==> src/hw/rtl/spadj_pkg.sv <==
// Shared types and constants for the setpoint adjust block.
package spadj_pkg;

  localparam int SP_W    = 10;
  localparam int STEP_W  = 7;
  localparam int TICK_W  = 32;
  localparam int ACCEL_W = 16;
  localparam int VAL_W   = 12;
  localparam int MAG_W   = 11;
  localparam int LIM_W   = 10;

  typedef enum logic [2:0] {
    BTN_NONE,
    BTN_BOTH,
    BTN_BOTH_LONG,
    BTN_BACK_SHORT,
    BTN_BACK_LONG,
    BTN_FRONT_SHORT,
    BTN_FRONT_LONG,
    BTN_OTHER
  } btn_e;

  typedef enum logic [1:0] {
    REASON_STAY,
    REASON_BOTH,
    REASON_IDLE
  } reason_e;

  typedef enum logic [2:0] {
    CFG_SHORT_STEP,
    CFG_LONG_STEP,
    CFG_REVERSE,
    CFG_FAHRENHEIT,
    CFG_LOW_LIMIT_C,
    CFG_HIGH_LIMIT_C,
    CFG_LOW_LIMIT_F,
    CFG_HIGH_LIMIT_F
  } cfg_idx_e;

  typedef enum logic [2:0] {
    ST_IDLE,
    ST_CALC,
    ST_DIV,
    ST_APPLY,
    ST_FINISH
  } state_e;

  typedef struct packed {
    logic              start;
    logic [MAG_W-1:0]  dividend;
    logic [STEP_W-1:0] divisor;
  } div_req_t;

  typedef struct packed {
    logic              done;
    logic [STEP_W-1:0] rem;
  } div_resp_t;

endpackage

==> src/hw/rtl/spadj_rem.sv <==
// Bit-serial restoring divider that returns the remainder of a magnitude by the step.
module spadj_rem import spadj_pkg::*; (
  input  logic      clk_i,
  input  logic      rst_ni,
  input  div_req_t  req_i,
  output div_resp_t resp_o
);

  localparam int CNT_W = $clog2(MAG_W + 1);

  logic              busy_q, busy_d;
  logic              done_q, done_d;
  logic [CNT_W-1:0]  cnt_q, cnt_d;
  logic [MAG_W-1:0]  num_q, num_d;
  logic [STEP_W-1:0] div_q, div_d;
  logic [STEP_W-1:0] rem_q, rem_d;
  logic [STEP_W:0]   trial;
  logic [STEP_W:0]   diff;

  always_comb begin
    trial  = {rem_q, num_q[MAG_W-1]};
    diff   = trial - {1'b0, div_q};
    busy_d = busy_q;
    done_d = 1'b0;
    cnt_d  = cnt_q;
    num_d  = num_q;
    div_d  = div_q;
    rem_d  = rem_q;
    if (req_i.start) begin
      busy_d = 1'b1;
      cnt_d  = CNT_W'(MAG_W);
      num_d  = req_i.dividend;
      div_d  = req_i.divisor;
      rem_d  = '0;
    end else if (busy_q) begin
      num_d = {num_q[MAG_W-2:0], 1'b0};
      if (trial >= {1'b0, div_q}) begin
        rem_d = diff[STEP_W-1:0];
      end else begin
        rem_d = trial[STEP_W-1:0];
      end
      cnt_d = cnt_q - CNT_W'(1);
      if (cnt_q == CNT_W'(1)) begin
        busy_d = 1'b0;
        done_d = 1'b1;
      end
    end
  end

  always_ff @(posedge clk_i or negedge rst_ni) begin
    if (!rst_ni) begin
      busy_q <= 1'b0;
      done_q <= 1'b0;
      cnt_q  <= '0;
    end else begin
      busy_q <= busy_d;
      done_q <= done_d;
      cnt_q  <= cnt_d;
    end
  end

  always_ff @(posedge clk_i) begin
    num_q <= num_d;
    div_q <= div_d;
    rem_q <= rem_d;
  end

  assign resp_o.done = done_q;
  assign resp_o.rem  = rem_q;

endmodule

==> src/hw/rtl/setpoint_adjust_with_autorepeat.sv <==
// Top level of the setpoint adjust block with accelerating auto-repeat.
// An event that moves the setpoint passes through decode, the remainder unit, apply and the
// output register load; events that leave the setpoint alone go from decode to the load, which
// waits while the output register is full. A new event is taken once the sequencer is back in
// idle, while an earlier result may still wait in the output register.
// Reset is asynchronous and active low; it restores the register defaults and the setpoint.
module setpoint_adjust_with_autorepeat import spadj_pkg::*; #(
  parameter int REPEAT_INTERVAL_MAX = 300,
  parameter int REPEAT_INTERVAL_MIN = 100,
  parameter int REPEAT_ACCEL_STEP   = 33,
  parameter int IDLE_TIMEOUT_TICKS  = 1500,
  parameter int DEFAULT_SETPOINT    = 320
) (
  input  logic        clk_i,
  input  logic        rst_ni,
  input  logic        cfg_we_i,
  input  logic [2:0]  cfg_addr_i,
  input  logic [9:0]  cfg_wdata_i,
  input  logic        s_axis_tvalid,
  output logic        s_axis_tready,
  input  logic [63:0] s_axis_tdata,   // now_ticks [31:0], last_press_ticks [63:32]
  input  logic [2:0]  s_axis_tuser,   // button [2:0]
  output logic        m_axis_tvalid,
  input  logic        m_axis_tready,
  output logic [15:0] m_axis_tdata    // setpoint [9:0], exit_reason [11:10], zeros above
);

  localparam int                 ACCEL_SPAN  = REPEAT_INTERVAL_MAX - REPEAT_INTERVAL_MIN;
  localparam logic [ACCEL_W-1:0] ACCEL_FLOOR = ACCEL_W'(ACCEL_SPAN);
  localparam logic [ACCEL_W-1:0] ACCEL_INC   = ACCEL_W'(REPEAT_ACCEL_STEP);
  localparam logic [TICK_W-1:0]  RPT_MAX     = TICK_W'(REPEAT_INTERVAL_MAX);
  localparam logic [TICK_W-1:0]  IDLE_MAX    = TICK_W'(IDLE_TIMEOUT_TICKS);
  localparam logic [SP_W-1:0]    SP_RESET    = SP_W'(DEFAULT_SETPOINT);

  logic [STEP_W-1:0] short_step_q, long_step_q;
  logic              reverse_q, fahrenheit_q;
  logic [LIM_W-1:0]  low_c_q, high_c_q, low_f_q, high_f_q;

  state_e              state_q, state_d;
  logic [SP_W-1:0]     sp_q, sp_d;
  logic [TICK_W-1:0]   timer_q, timer_d;
  logic [ACCEL_W-1:0]  accel_q, accel_d;
  btn_e                btn_q;
  logic [TICK_W-1:0]   now_q, last_q;
  logic                neg_q, neg_d;
  logic [MAG_W-1:0]    abs_q, abs_d;
  reason_e             reason_q, reason_d;
  logic                out_valid_q, out_valid_d;
  logic [SP_W-1:0]     out_sp_q, out_sp_d;
  reason_e             out_reason_q, out_reason_d;

  logic                in_xfer;
  logic                out_free;
  logic                due;
  logic                dir_neg;
  logic [STEP_W-1:0]   mag;
  logic [ACCEL_W-1:0]  accel_new;
  logic signed [VAL_W-1:0] moved;
  logic [MAG_W-1:0]    trunc_mag;
  logic signed [VAL_W-1:0] trunc_val;
  logic signed [VAL_W-1:0] lo_s, hi_s;
  div_req_t            div_req;
  div_resp_t           div_resp;

  assign in_xfer  = s_axis_tvalid && s_axis_tready;
  assign out_free = !out_valid_q || m_axis_tready;
  assign s_axis_tready = (state_q == ST_IDLE);

  // Configuration registers.
  always_ff @(posedge clk_i or negedge rst_ni) begin
    if (!rst_ni) begin
      short_step_q <= STEP_W'(1);
      long_step_q  <= STEP_W'(10);
      reverse_q    <= 1'b0;
      fahrenheit_q <= 1'b0;
      low_c_q      <= LIM_W'(10);
      high_c_q     <= LIM_W'(450);
      low_f_q      <= LIM_W'(50);
      high_f_q     <= LIM_W'(850);
    end else if (cfg_we_i) begin
      case (cfg_idx_e'(cfg_addr_i))
        CFG_SHORT_STEP:   short_step_q <= cfg_wdata_i[STEP_W-1:0];
        CFG_LONG_STEP:    long_step_q  <= cfg_wdata_i[STEP_W-1:0];
        CFG_REVERSE:      reverse_q    <= cfg_wdata_i[0];
        CFG_FAHRENHEIT:   fahrenheit_q <= cfg_wdata_i[0];
        CFG_LOW_LIMIT_C:  low_c_q      <= cfg_wdata_i;
        CFG_HIGH_LIMIT_C: high_c_q     <= cfg_wdata_i;
        CFG_LOW_LIMIT_F:  low_f_q      <= cfg_wdata_i;
        CFG_HIGH_LIMIT_F: high_f_q     <= cfg_wdata_i;
        default: ;
      endcase
    end
  end

  // Next state.
  always_comb begin
    state_d = state_q;
    case (state_q)
      ST_IDLE: begin
        if (in_xfer) state_d = ST_CALC;
      end
      ST_CALC: begin
        if (btn_q inside {BTN_BOTH, BTN_BOTH_LONG} || mag == '0) begin
          state_d = ST_FINISH;
        end else begin
          state_d = ST_DIV;
        end
      end
      ST_DIV: begin
        if (div_resp.done) state_d = ST_APPLY;
      end
      ST_APPLY:  state_d = ST_FINISH;
      ST_FINISH: begin
        if (out_free) state_d = ST_IDLE;
      end
      default: state_d = ST_IDLE;
    endcase
  end

  // Button decode and repeat timing.
  always_comb begin
    due       = (now_q - timer_q + TICK_W'(accel_q)) > RPT_MAX;
    mag       = '0;
    dir_neg   = 1'b0;
    accel_new = accel_q;
    timer_d   = timer_q;
    case (btn_q)
      BTN_NONE: accel_new = '0;
      BTN_BACK_SHORT: begin
        mag     = short_step_q;
        dir_neg = 1'b1;
      end
      BTN_FRONT_SHORT: mag = short_step_q;
      BTN_BACK_LONG, BTN_FRONT_LONG: begin
        dir_neg = (btn_q == BTN_BACK_LONG);
        if (due) begin
          timer_d   = now_q;
          accel_new = accel_q + ACCEL_INC;
          mag       = long_step_q;
        end
      end
      default: ;
    endcase
    if (int'(accel_new) > ACCEL_SPAN) accel_new = ACCEL_FLOOR;
  end

  // Datapath and output register.
  always_comb begin
    accel_d      = accel_q;
    sp_d         = sp_q;
    neg_d        = neg_q;
    abs_d        = abs_q;
    reason_d     = reason_q;
    out_valid_d  = out_valid_q && !m_axis_tready;
    out_sp_d     = out_sp_q;
    out_reason_d = out_reason_q;
    div_req      = '0;
    moved        = '0;
    trunc_mag    = abs_q - MAG_W'(div_resp.rem);
    trunc_val    = neg_q ? -$signed({1'b0, trunc_mag}) : $signed({1'b0, trunc_mag});
    lo_s         = $signed({2'b00, (fahrenheit_q ? low_f_q : low_c_q)});
    hi_s         = $signed({2'b00, (fahrenheit_q ? high_f_q : high_c_q)});
    case (state_q)
      ST_CALC: begin
        if (dir_neg ^ reverse_q) begin
          moved = $signed({2'b00, sp_q}) - $signed({5'b00000, mag});
        end else begin
          moved = $signed({2'b00, sp_q}) + $signed({5'b00000, mag});
        end
        neg_d = moved[VAL_W-1];
        abs_d = moved[VAL_W-1] ? MAG_W'(-moved) : moved[MAG_W-1:0];
        if (btn_q inside {BTN_BOTH, BTN_BOTH_LONG}) begin
          reason_d = REASON_BOTH;
        end else begin
          accel_d  = accel_new;
          reason_d = ((now_q - last_q) > IDLE_MAX) ? REASON_IDLE : REASON_STAY;
          div_req.start    = (mag != '0);
          div_req.dividend = abs_d;
          div_req.divisor  = mag;
        end
      end
      ST_APPLY: begin
        if (trunc_val > hi_s) begin
          sp_d = hi_s[SP_W-1:0];
        end else if (trunc_val < lo_s) begin
          sp_d = lo_s[SP_W-1:0];
        end else begin
          sp_d = trunc_val[SP_W-1:0];
        end
      end
      ST_FINISH: begin
        if (out_free) begin
          out_valid_d  = 1'b1;
          out_sp_d     = sp_q;
          out_reason_d = reason_q;
        end
      end
      default: ;
    endcase
  end

  always_ff @(posedge clk_i or negedge rst_ni) begin
    if (!rst_ni) begin
      state_q     <= ST_IDLE;
      sp_q        <= SP_RESET;
      timer_q     <= '0;
      accel_q     <= '0;
      out_valid_q <= 1'b0;
    end else begin
      state_q     <= state_d;
      sp_q        <= sp_d;
      timer_q     <= (state_q == ST_CALC && !(btn_q inside {BTN_BOTH, BTN_BOTH_LONG}))
                     ? timer_d : timer_q;
      accel_q     <= accel_d;
      out_valid_q <= out_valid_d;
    end
  end

  always_ff @(posedge clk_i) begin
    if (in_xfer) begin
      btn_q  <= btn_e'(s_axis_tuser);
      now_q  <= s_axis_tdata[31:0];
      last_q <= s_axis_tdata[63:32];
    end
    neg_q        <= neg_d;
    abs_q        <= abs_d;
    reason_q     <= reason_d;
    out_sp_q     <= out_sp_d;
    out_reason_q <= out_reason_d;
  end

  spadj_rem u_rem (
    .clk_i  (clk_i),
    .rst_ni (rst_ni),
    .req_i  (div_req),
    .resp_o (div_resp)
  );

  assign m_axis_tvalid = out_valid_q;
  assign m_axis_tdata  = {4'b0000, out_reason_q, out_sp_q};

`ifndef SYNTH
  a_busy_after_xfer: assert property (@(posedge clk_i) disable iff (!rst_ni)
    in_xfer |=> !s_axis_tready)
    else $error("input taken again right after a transfer");

  a_div_done_in_div: assert property (@(posedge clk_i) disable iff (!rst_ni)
    div_resp.done |-> state_q == ST_DIV)
    else $error("remainder finished outside the divide state");

  a_timer_only_in_calc: assert property (@(posedge clk_i) disable iff (!rst_ni)
    !$stable(timer_q) |-> $past(state_q) == ST_CALC)
    else $error("repeat timer changed outside decode");
`endif

endmodule
==> config.mk <==
export PLATFORM = sky130hd
export DESIGN_NAME = setpoint_adjust_with_autorepeat
export DESIGN_NICKNAME = d
export VERILOG_FILES = /design/src/hw/rtl/spadj_pkg.sv /design/src/hw/rtl/spadj_rem.sv /design/src/hw/rtl/setpoint_adjust_with_autorepeat.sv
export SDC_FILE = /design/constraint.sdc
export NUM_CORES = 1
export LEC_CHECK = 0
export ABC_AREA = 1
export BUFFER_PORTS_ARGS = -buffer_cell sky130_fd_sc_hd__buf_2
export CAP_MARGIN = 20
export CELL_PAD_IN_SITES_DETAIL_PLACEMENT = 1
export CELL_PAD_IN_SITES_GLOBAL_PLACEMENT = 1
export CORE_UTILIZATION = 50
export DETAILED_ROUTE_END_ITERATION = 12
export GPL_TIMING_DRIVEN = 0
export PLACE_DENSITY = 0.95
export SKIP_CTS_REPAIR_TIMING = 1
export SLEW_MARGIN = 25
export SYNTH_ARGS = -nofsm -noshare
export SYNTH_HDL_FRONTEND = slang
export SYNTH_SLANG_ARGS = --single-unit
==> constraint.sdc <==
create_clock -name clk_i -period 10.3 [get_ports clk_i]
set_input_delay 2.06 -clock clk_i [delete_from_list [all_inputs] [get_ports clk_i]]
set_output_delay 2.06 -clock clk_i [all_outputs]
set_load 0.01 [all_outputs]
Yosys cells after proc, flatten, opt, wreduce, memory -nomap -nowiden:

Index checks and enable logic that the tools add are counted.

* flip-flop bits (word level): 242
* bits of input ports: 85

* $add $sub $neg: 11
* order comparisons: 6
* equal/unequal tests: 21
* multiplexer cells: 35
* bitwise gates (word level): 3
* reductions and logical operators: 30

Operators by type and width (count)
* $sub A32 B32 Y32: 2
* $mux W10: 4
* $mux W19: 2
* $mux W12: 3
* $mux W11: 3
* $add A32 B16 Y32: 1
* $gt A32 B11 Y1 const B: 1
* $gt A32 B9 Y1 const B: 1
* $mux W16: 2
* $pmux W16 S2: 1
* $eq A3 B3 Y1 const B: 8
* $reduce_and A2 Y1: 10
* $eq A3 B2 Y1 const B: 6
* $add A16 B6 Y16 const B: 1
* $gt A16 B8 Y1 const B: 1
* $pmux W3 S5: 1
* $mux W7: 2
* $pmux W7 S2: 1
* $gt A12 B11 Y1: 1
* $lt A12 B11 Y1: 1
* $mux W3: 4
* $neg A11 Y12: 1
* $add A10 B7 Y11: 1
* $neg A11 Y11: 1
* other kinds (24): 47

Longest topological paths before layout:

* depth in word-level cells: 13
* gate-level depth with buffers: 41
* depth with buffers taken out: 41

By module:

Synthesis repeated with hierarchy kept, for this count alone.

* cell total of the unflattened synthesis: 2386
* area total of the unflattened synthesis: 17737.0 µm²

By module, submodules not included
* setpoint_adjust_with_autorepeat: instances 1, cells each 2191, area an instance 16066.7 µm²
* spadj_rem: instances 1, cells each 195, area an instance 1670.4 µm²

Least setup slack after synthesis:

OpenSTA, ideal clock, no wires.

* path kind: in2reg
* start point: in s_axis_tvalid
* end point: reg btn_q[0], enable pin
* arrival: 6644 ps
* data required time: 9726 ps
* setup slack: 3081 ps
* cell stages on the path: 2
* cells stage by stage: inv_1 -> nor3_1

* cells in the longest elaborated chain, start to end: 1

Ends and longest elaborated chain
* start, declared: line setpoint_adjust_with_autorepeat.sv:19 `input logic s_axis_tvalid,`
* $logic_and A1 B1 Y1: line setpoint_adjust_with_autorepeat.sv:65 `assign in_xfer = s_axis_tvalid && s_axis_tready;`
* named net in_xfer: line setpoint_adjust_with_autorepeat.sv:52 `logic in_xfer;`
* end signal, assigned: line setpoint_adjust_with_autorepeat.sv:221 `btn_q <= btn_e'(s_axis_tuser);`
* end, declared: line setpoint_adjust_with_autorepeat.sv:43 `btn_e btn_q;`

The timed path passes the listed nets, and every way through them passes these cells.
A chain may end at the register's enable or synchronous reset.

Worst setup path after layout:

* start point: reg accel_q[6]
* end point: reg u_rem.num_q[7], data pin

* cells in the longest elaborated chain, start to end: 12

Ends and longest elaborated chain
* start, declared: line setpoint_adjust_with_autorepeat.sv:42 `logic [ACCEL_W-1:0] accel_q, accel_d;`
* start signal, assigned: line setpoint_adjust_with_autorepeat.sv:214 `accel_q <= accel_d;`
* $add A32 B16 Y32 (*): line setpoint_adjust_with_autorepeat.sv:122 `due = (now_q - timer_q + TICK_W'(accel_q)) > RPT_MAX;`
* $gt A32 B9 Y1 (*): line setpoint_adjust_with_autorepeat.sv:122
* $mux W7 (*): line setpoint_adjust_with_autorepeat.sv:136 `if (due) begin`
* $pmux W7 S2 (*): line setpoint_adjust_with_autorepeat.sv:127 `case (btn_q)`
* named net mag[0]: line setpoint_adjust_with_autorepeat.sv:56 `logic [STEP_W-1:0] mag;`
* $add A10 B7 Y11 or $sub A10 B7 Y11 (tied branches): line setpoint_adjust_with_autorepeat.sv:168, setpoint_adjust_with_autorepeat.sv:166
* $mux W12: line setpoint_adjust_with_autorepeat.sv:165 `if (dir_neg ^ reverse_q) begin`
* $mux W12: line setpoint_adjust_with_autorepeat.sv:163 `case (state_q)`
* $neg A11 Y11: line setpoint_adjust_with_autorepeat.sv:171 `abs_d = moved[VAL_W-1] ? MAG_W'(-moved) : moved[MAG_W-1:0];`
* $mux W11: line setpoint_adjust_with_autorepeat.sv:171
* $mux W19 (*): line setpoint_adjust_with_autorepeat.sv:172 `if (btn_q inside {BTN_BOTH, BTN_BOTH_LONG}) begin`
* $mux W19 (*): line setpoint_adjust_with_autorepeat.sv:163
* $mux W11 (*): line spadj_rem.sv:29 `if (req_i.start) begin`
* named net u_rem.num_d[7]: line spadj_rem.sv:14 `logic [MAG_W-1:0] num_q, num_d;`
* end signal, assigned: line spadj_rem.sv:63 `num_q <= num_d;`
* end, declared: line spadj_rem.sv:14

The timed path passes the listed nets; every way through them passes the cells marked *. The select of a mux whose other input is x is not followed.

==> results.md <==
Synth:
- In the synthesized netlist the dominant register cell turns out to be sky130_fd_sc_hd__edfxtp_1.
- The number of standard cells after synthesis is 2,350.
- Sorting the synthesized cells by area gives the leading types as sky130_fd_sc_hd__edfxtp_1 19%, sky130_fd_sc_hd__dfrtp_1 15%, sky130_fd_sc_hd__nand2_1 13%.
- Sequential cells were found to cover 37.5% of the synthesized design area.
- The count of warnings emitted by yosys is 0.
- The fraction of registers with async set or reset after synthesis is 51.2%.
- Counting flops and latches in the post-synthesis netlist gives 242.
- The per-instance average area after synthesis is 7.49 um^2.
- Yosys mapped the design onto 57 distinct sky130hd cell types.
- After synthesis, the largest area contributor takes up 18.9% of total cell area.
- Counting flops with a built-in enable in the synthesized netlist gives 111.
- Of all cell types, the one taking the most synthesized area is sky130_fd_sc_hd__edfxtp_1.
- The synthesized netlist occupies a cell area of 17,600 um^2.

Layout:
- Cells fill 57.1% of the core in the end.
- The post-layout net count is 2,727.
- For this run, the number of standard cells in the final layout without fillers is 2,970.
- Compared with the post-synthesis result, the final layout area differs by 12.4%.
- The share of post-route cells with drive strength above 1 is 10.7%.

CTS:
- The clock-pin slew on the worst setup and hold paths is 0.07 ns.
- The number of clock sinks is 242.
- The clock passes through at most 3 buffers.
- The clock latency on the worst-skew pair is 0.59 ns.
- TritonCTS built the clock tree.
- The root buffer selected by CTS is sky130_fd_sc_hd__clkbuf_16.
- In this run the number of H-tree levels came out at 1.
- The total clock buffers created by CTS is 28.

STA:
- The hold violation total from the final report is 0.
- The portion of the clock cycle consumed by the worst path in the final layout is 65.9%.
- The worst max-slew margin expressed relative to the limit is 38.7%.
- The final worst hold slack is 0.423 ns.
- For the final routed database, the setup TNS stands at 0 ns.
- The setup-violating endpoint count in the final report is 0.
- The top achievable clock speed is 147 MHz.
- The final max-slew violation count came to 0.
- The final worst clock skew is 0.0166 ns.
- At the pin with the least slew margin, the transition time is 0.919 ns.
- The clock period minus worst slack is 6.79 ns.
- Setup repair after global routing left no endpoint under its margin.

Setup path:
- The critical path capture point type is a flip-flop.
- For this run, the slowest stage of the critical path takes 0.53 ns.
- The library cell appearing most often on the critical path is sky130_fd_sc_hd__nand2_1.
- The category of the critical setup timing path is reg -> reg.
- The data required time at the worst endpoint is 10.62 ns.
- At the worst endpoint, the arrival time is 7.11 ns.
- The slowest stage cell on the critical path is sky130_fd_sc_hd__fa_1.
- The maximum fanout along the worst path is 7.
- The worst setup path is launched from a flip-flop.

Route:
- In the routed design, unresolved DRC markers number 0.
- Dividing the detail-routed wire length by the instance count gives 20.2 um.
- Summing over every cut layer, the via total after detailed routing is 16,800.
- The number of violations reported at the end of detailed-routing iteration 0 is 1,147.
- After detailed routing, the total wire length is 60.1 mm.
- The first-pass detailed-route iteration total is 5.
- The via density per instance is 5.65.
- The number of nets with antenna violations after routing is 0.

Placed design:
- At the end of routability-driven placement, the weighted congestion stood at 0.906.
- The post-detailed-placement half-perimeter wirelength is 44.4 mm.
- After detailed placement, the design holds a cell count of 2,915.
- The number of buffer cells added on primary ports is 98.

Global routing:
- The met1 track demand over resource is 41.9%.
- The via count of the first global-routing pass is 18,000.
- Global routing used 59.2% of the available met2 tracks.
- Entering global routing, the biggest net connects 95 pins.
- After global routing, the most crowded layer is met2.
- Global routing used 4.50% of the available met3 tracks.
- For this run the aggregate overflow at the end of global routing stands at 0.
- The global-route wire length before repair is 95.2 mm.
- The total global-route track usage is 33.7%.
- The number of antenna violations at the first check in global routing is 4.

Hold path:
- The class of the tightest hold or removal check is reg -> reg.

Status:
- The flow ran to the end, and the final reports show no timing, DRC or antenna violations.

Floorplan:
- The width of the die is 190 um.
- The placeable core area is 34,600 um^2.
- The starting density of the core is 50.8%.
- Measured along the y axis, the die boundary spans 190 um.
- The count of standard-cell rows is 68.
- The count of boundary I/O pins is 103.
- The die footprint is 35,900 um^2.

Flow run:
- The number of max-capacitance violations reported is 0.
## critical path: cells and delay by family, from the launching register on
family	cells	cell delay, ns
AO/OA/AOI/OAI	5	1.25
buffers and inverters	5	0.49
XOR/XNOR	2	0.41
AND/OR/NAND/NOR	23	2.24
adder cells (fa/ha/maj)	4	1.62
flip-flops	1	0.45
## cell usage in the layout, fill, tap and decap left out, types with 9 or more instances in the layout
cell,Yosys,layout
sky130_fd_sc_hd__a21o_1,9,9
sky130_fd_sc_hd__a21oi_1,105,104
sky130_fd_sc_hd__a21oi_2,10,11
sky130_fd_sc_hd__buf_2,4,101
sky130_fd_sc_hd__buf_4,5,12
sky130_fd_sc_hd__clkbuf_1,28,31
sky130_fd_sc_hd__clkbuf_16,0,28
sky130_fd_sc_hd__dfrtp_1,105,105
sky130_fd_sc_hd__dfstp_2,19,19
sky130_fd_sc_hd__edfxtp_1,111,111
sky130_fd_sc_hd__fa_1,21,21
sky130_fd_sc_hd__ha_1,131,131
sky130_fd_sc_hd__inv_1,407,407
sky130_fd_sc_hd__inv_2,11,11
sky130_fd_sc_hd__nand2_1,625,625
sky130_fd_sc_hd__nand2_2,19,19
sky130_fd_sc_hd__nand3_1,121,121
sky130_fd_sc_hd__nand3_2,9,9
sky130_fd_sc_hd__nand4_1,35,35
sky130_fd_sc_hd__nor2_1,191,191
sky130_fd_sc_hd__nor2_2,14,14
sky130_fd_sc_hd__nor3_1,30,28
sky130_fd_sc_hd__o21ai_0,156,156
sky130_fd_sc_hd__or2_2,10,10
sky130_fd_sc_hd__xnor2_1,24,24
sky130_fd_sc_hd__xor2_1,54,54
## per-layer routing
| metal | vias to the layer above | wire length, um |
|---|---|---|
| met1 | 8245 | 25000 |
| met2 | 573 | 29600 |
| met3 | 157 | 3130 |
| li1 | 7793 | - |
| met5 | - | 0 |
| met4 | 0 | 2350 |
## state kept, by name, indices dropped and copies added, names as in the netlist, 11 cells and up
register	flops
last_q	32
now_q	32
timer_q	32
accel_q	16
abs_q	11
u_rem.num_q	11
## cells in the mapped netlist, types with 7 or more instances
cell type / count
sky130_fd_sc_hd__inv_2: 11
sky130_fd_sc_hd__nor2_2: 14
sky130_fd_sc_hd__nand4_1: 35
sky130_fd_sc_hd__xor2_1: 54
sky130_fd_sc_hd__inv_1: 407
sky130_fd_sc_hd__fa_1: 21
sky130_fd_sc_hd__nand3_2: 9
sky130_fd_sc_hd__edfxtp_1: 111
sky130_fd_sc_hd__a21o_1: 9
sky130_fd_sc_hd__nand3b_1: 7
sky130_fd_sc_hd__ha_1: 131
sky130_fd_sc_hd__o21ai_0: 156
sky130_fd_sc_hd__nand2_1: 625
sky130_fd_sc_hd__or2_2: 10
sky130_fd_sc_hd__o21ai_1: 8
sky130_fd_sc_hd__dfrtp_1: 105
sky130_fd_sc_hd__a21oi_2: 10
sky130_fd_sc_hd__dfstp_2: 19
sky130_fd_sc_hd__a21oi_1: 105
sky130_fd_sc_hd__nand3_1: 121
sky130_fd_sc_hd__dfxtp_1: 7
sky130_fd_sc_hd__xnor2_1: 24
sky130_fd_sc_hd__clkbuf_1: 28
sky130_fd_sc_hd__nor3_1: 30
sky130_fd_sc_hd__nand2_2: 19
sky130_fd_sc_hd__nor2_1: 191
## cells by family (layout without fill, tap and decap cells)
group	count (synthesis)	count (layout)	share of synthesized area, %
adder cells (fa/ha/maj)	152	152	11.7
other	1	7	0.0213
AND/OR/NAND/NOR	1084	1084	26.4
multiplexers	2	2	0.121
AO/OA/AOI/OAI	329	329	10.4
buffers and inverters	462	621	10.0
XOR/XNOR	78	78	3.88
flip-flops	242	242	37.5
## worst paths after layout
kind                              endpoint  slack [ns]  depth (start not counted)         from
hold reg to reg            out_reason_q[1]        0.42                          0  reason_q[1]
min in group asynchronous       timer_q[0]        1.33                          1       rst_ni
setup / recovery            u_rem.num_q[7]        3.51                         39   accel_q[6]
setup reg to reg            u_rem.num_q[7]        3.51                         39   accel_q[6]
max in group asynchronous      high_f_q[9]        8.16                          2       rst_ni
hold / removal             out_reason_q[1]        0.42                          0  reason_q[1]
## through the flow
stage               setup slack, ns  cell area (um^2)
finish                         3.51             19800
global route                   3.10             19800
CTS                            3.63             19800
detailed placement             3.90             18800
global placement              0.984             18700
floorplan                      3.08             17600
## cell type report
type                       count  area (um^2)
multi-input combinational   1649         9260
antenna                        3         7.51
sequential                   242         6600
timing repair buffer         107          592
inverter                     424         1590
clock inverter                18          235
buffer                        38          174
tap                          455          569
fill                        4461        14800
clock buffer                  34          753
Power is not shown: default switching activity piles up to over one toggle a cycle in this logic, so the estimate is an artifact.
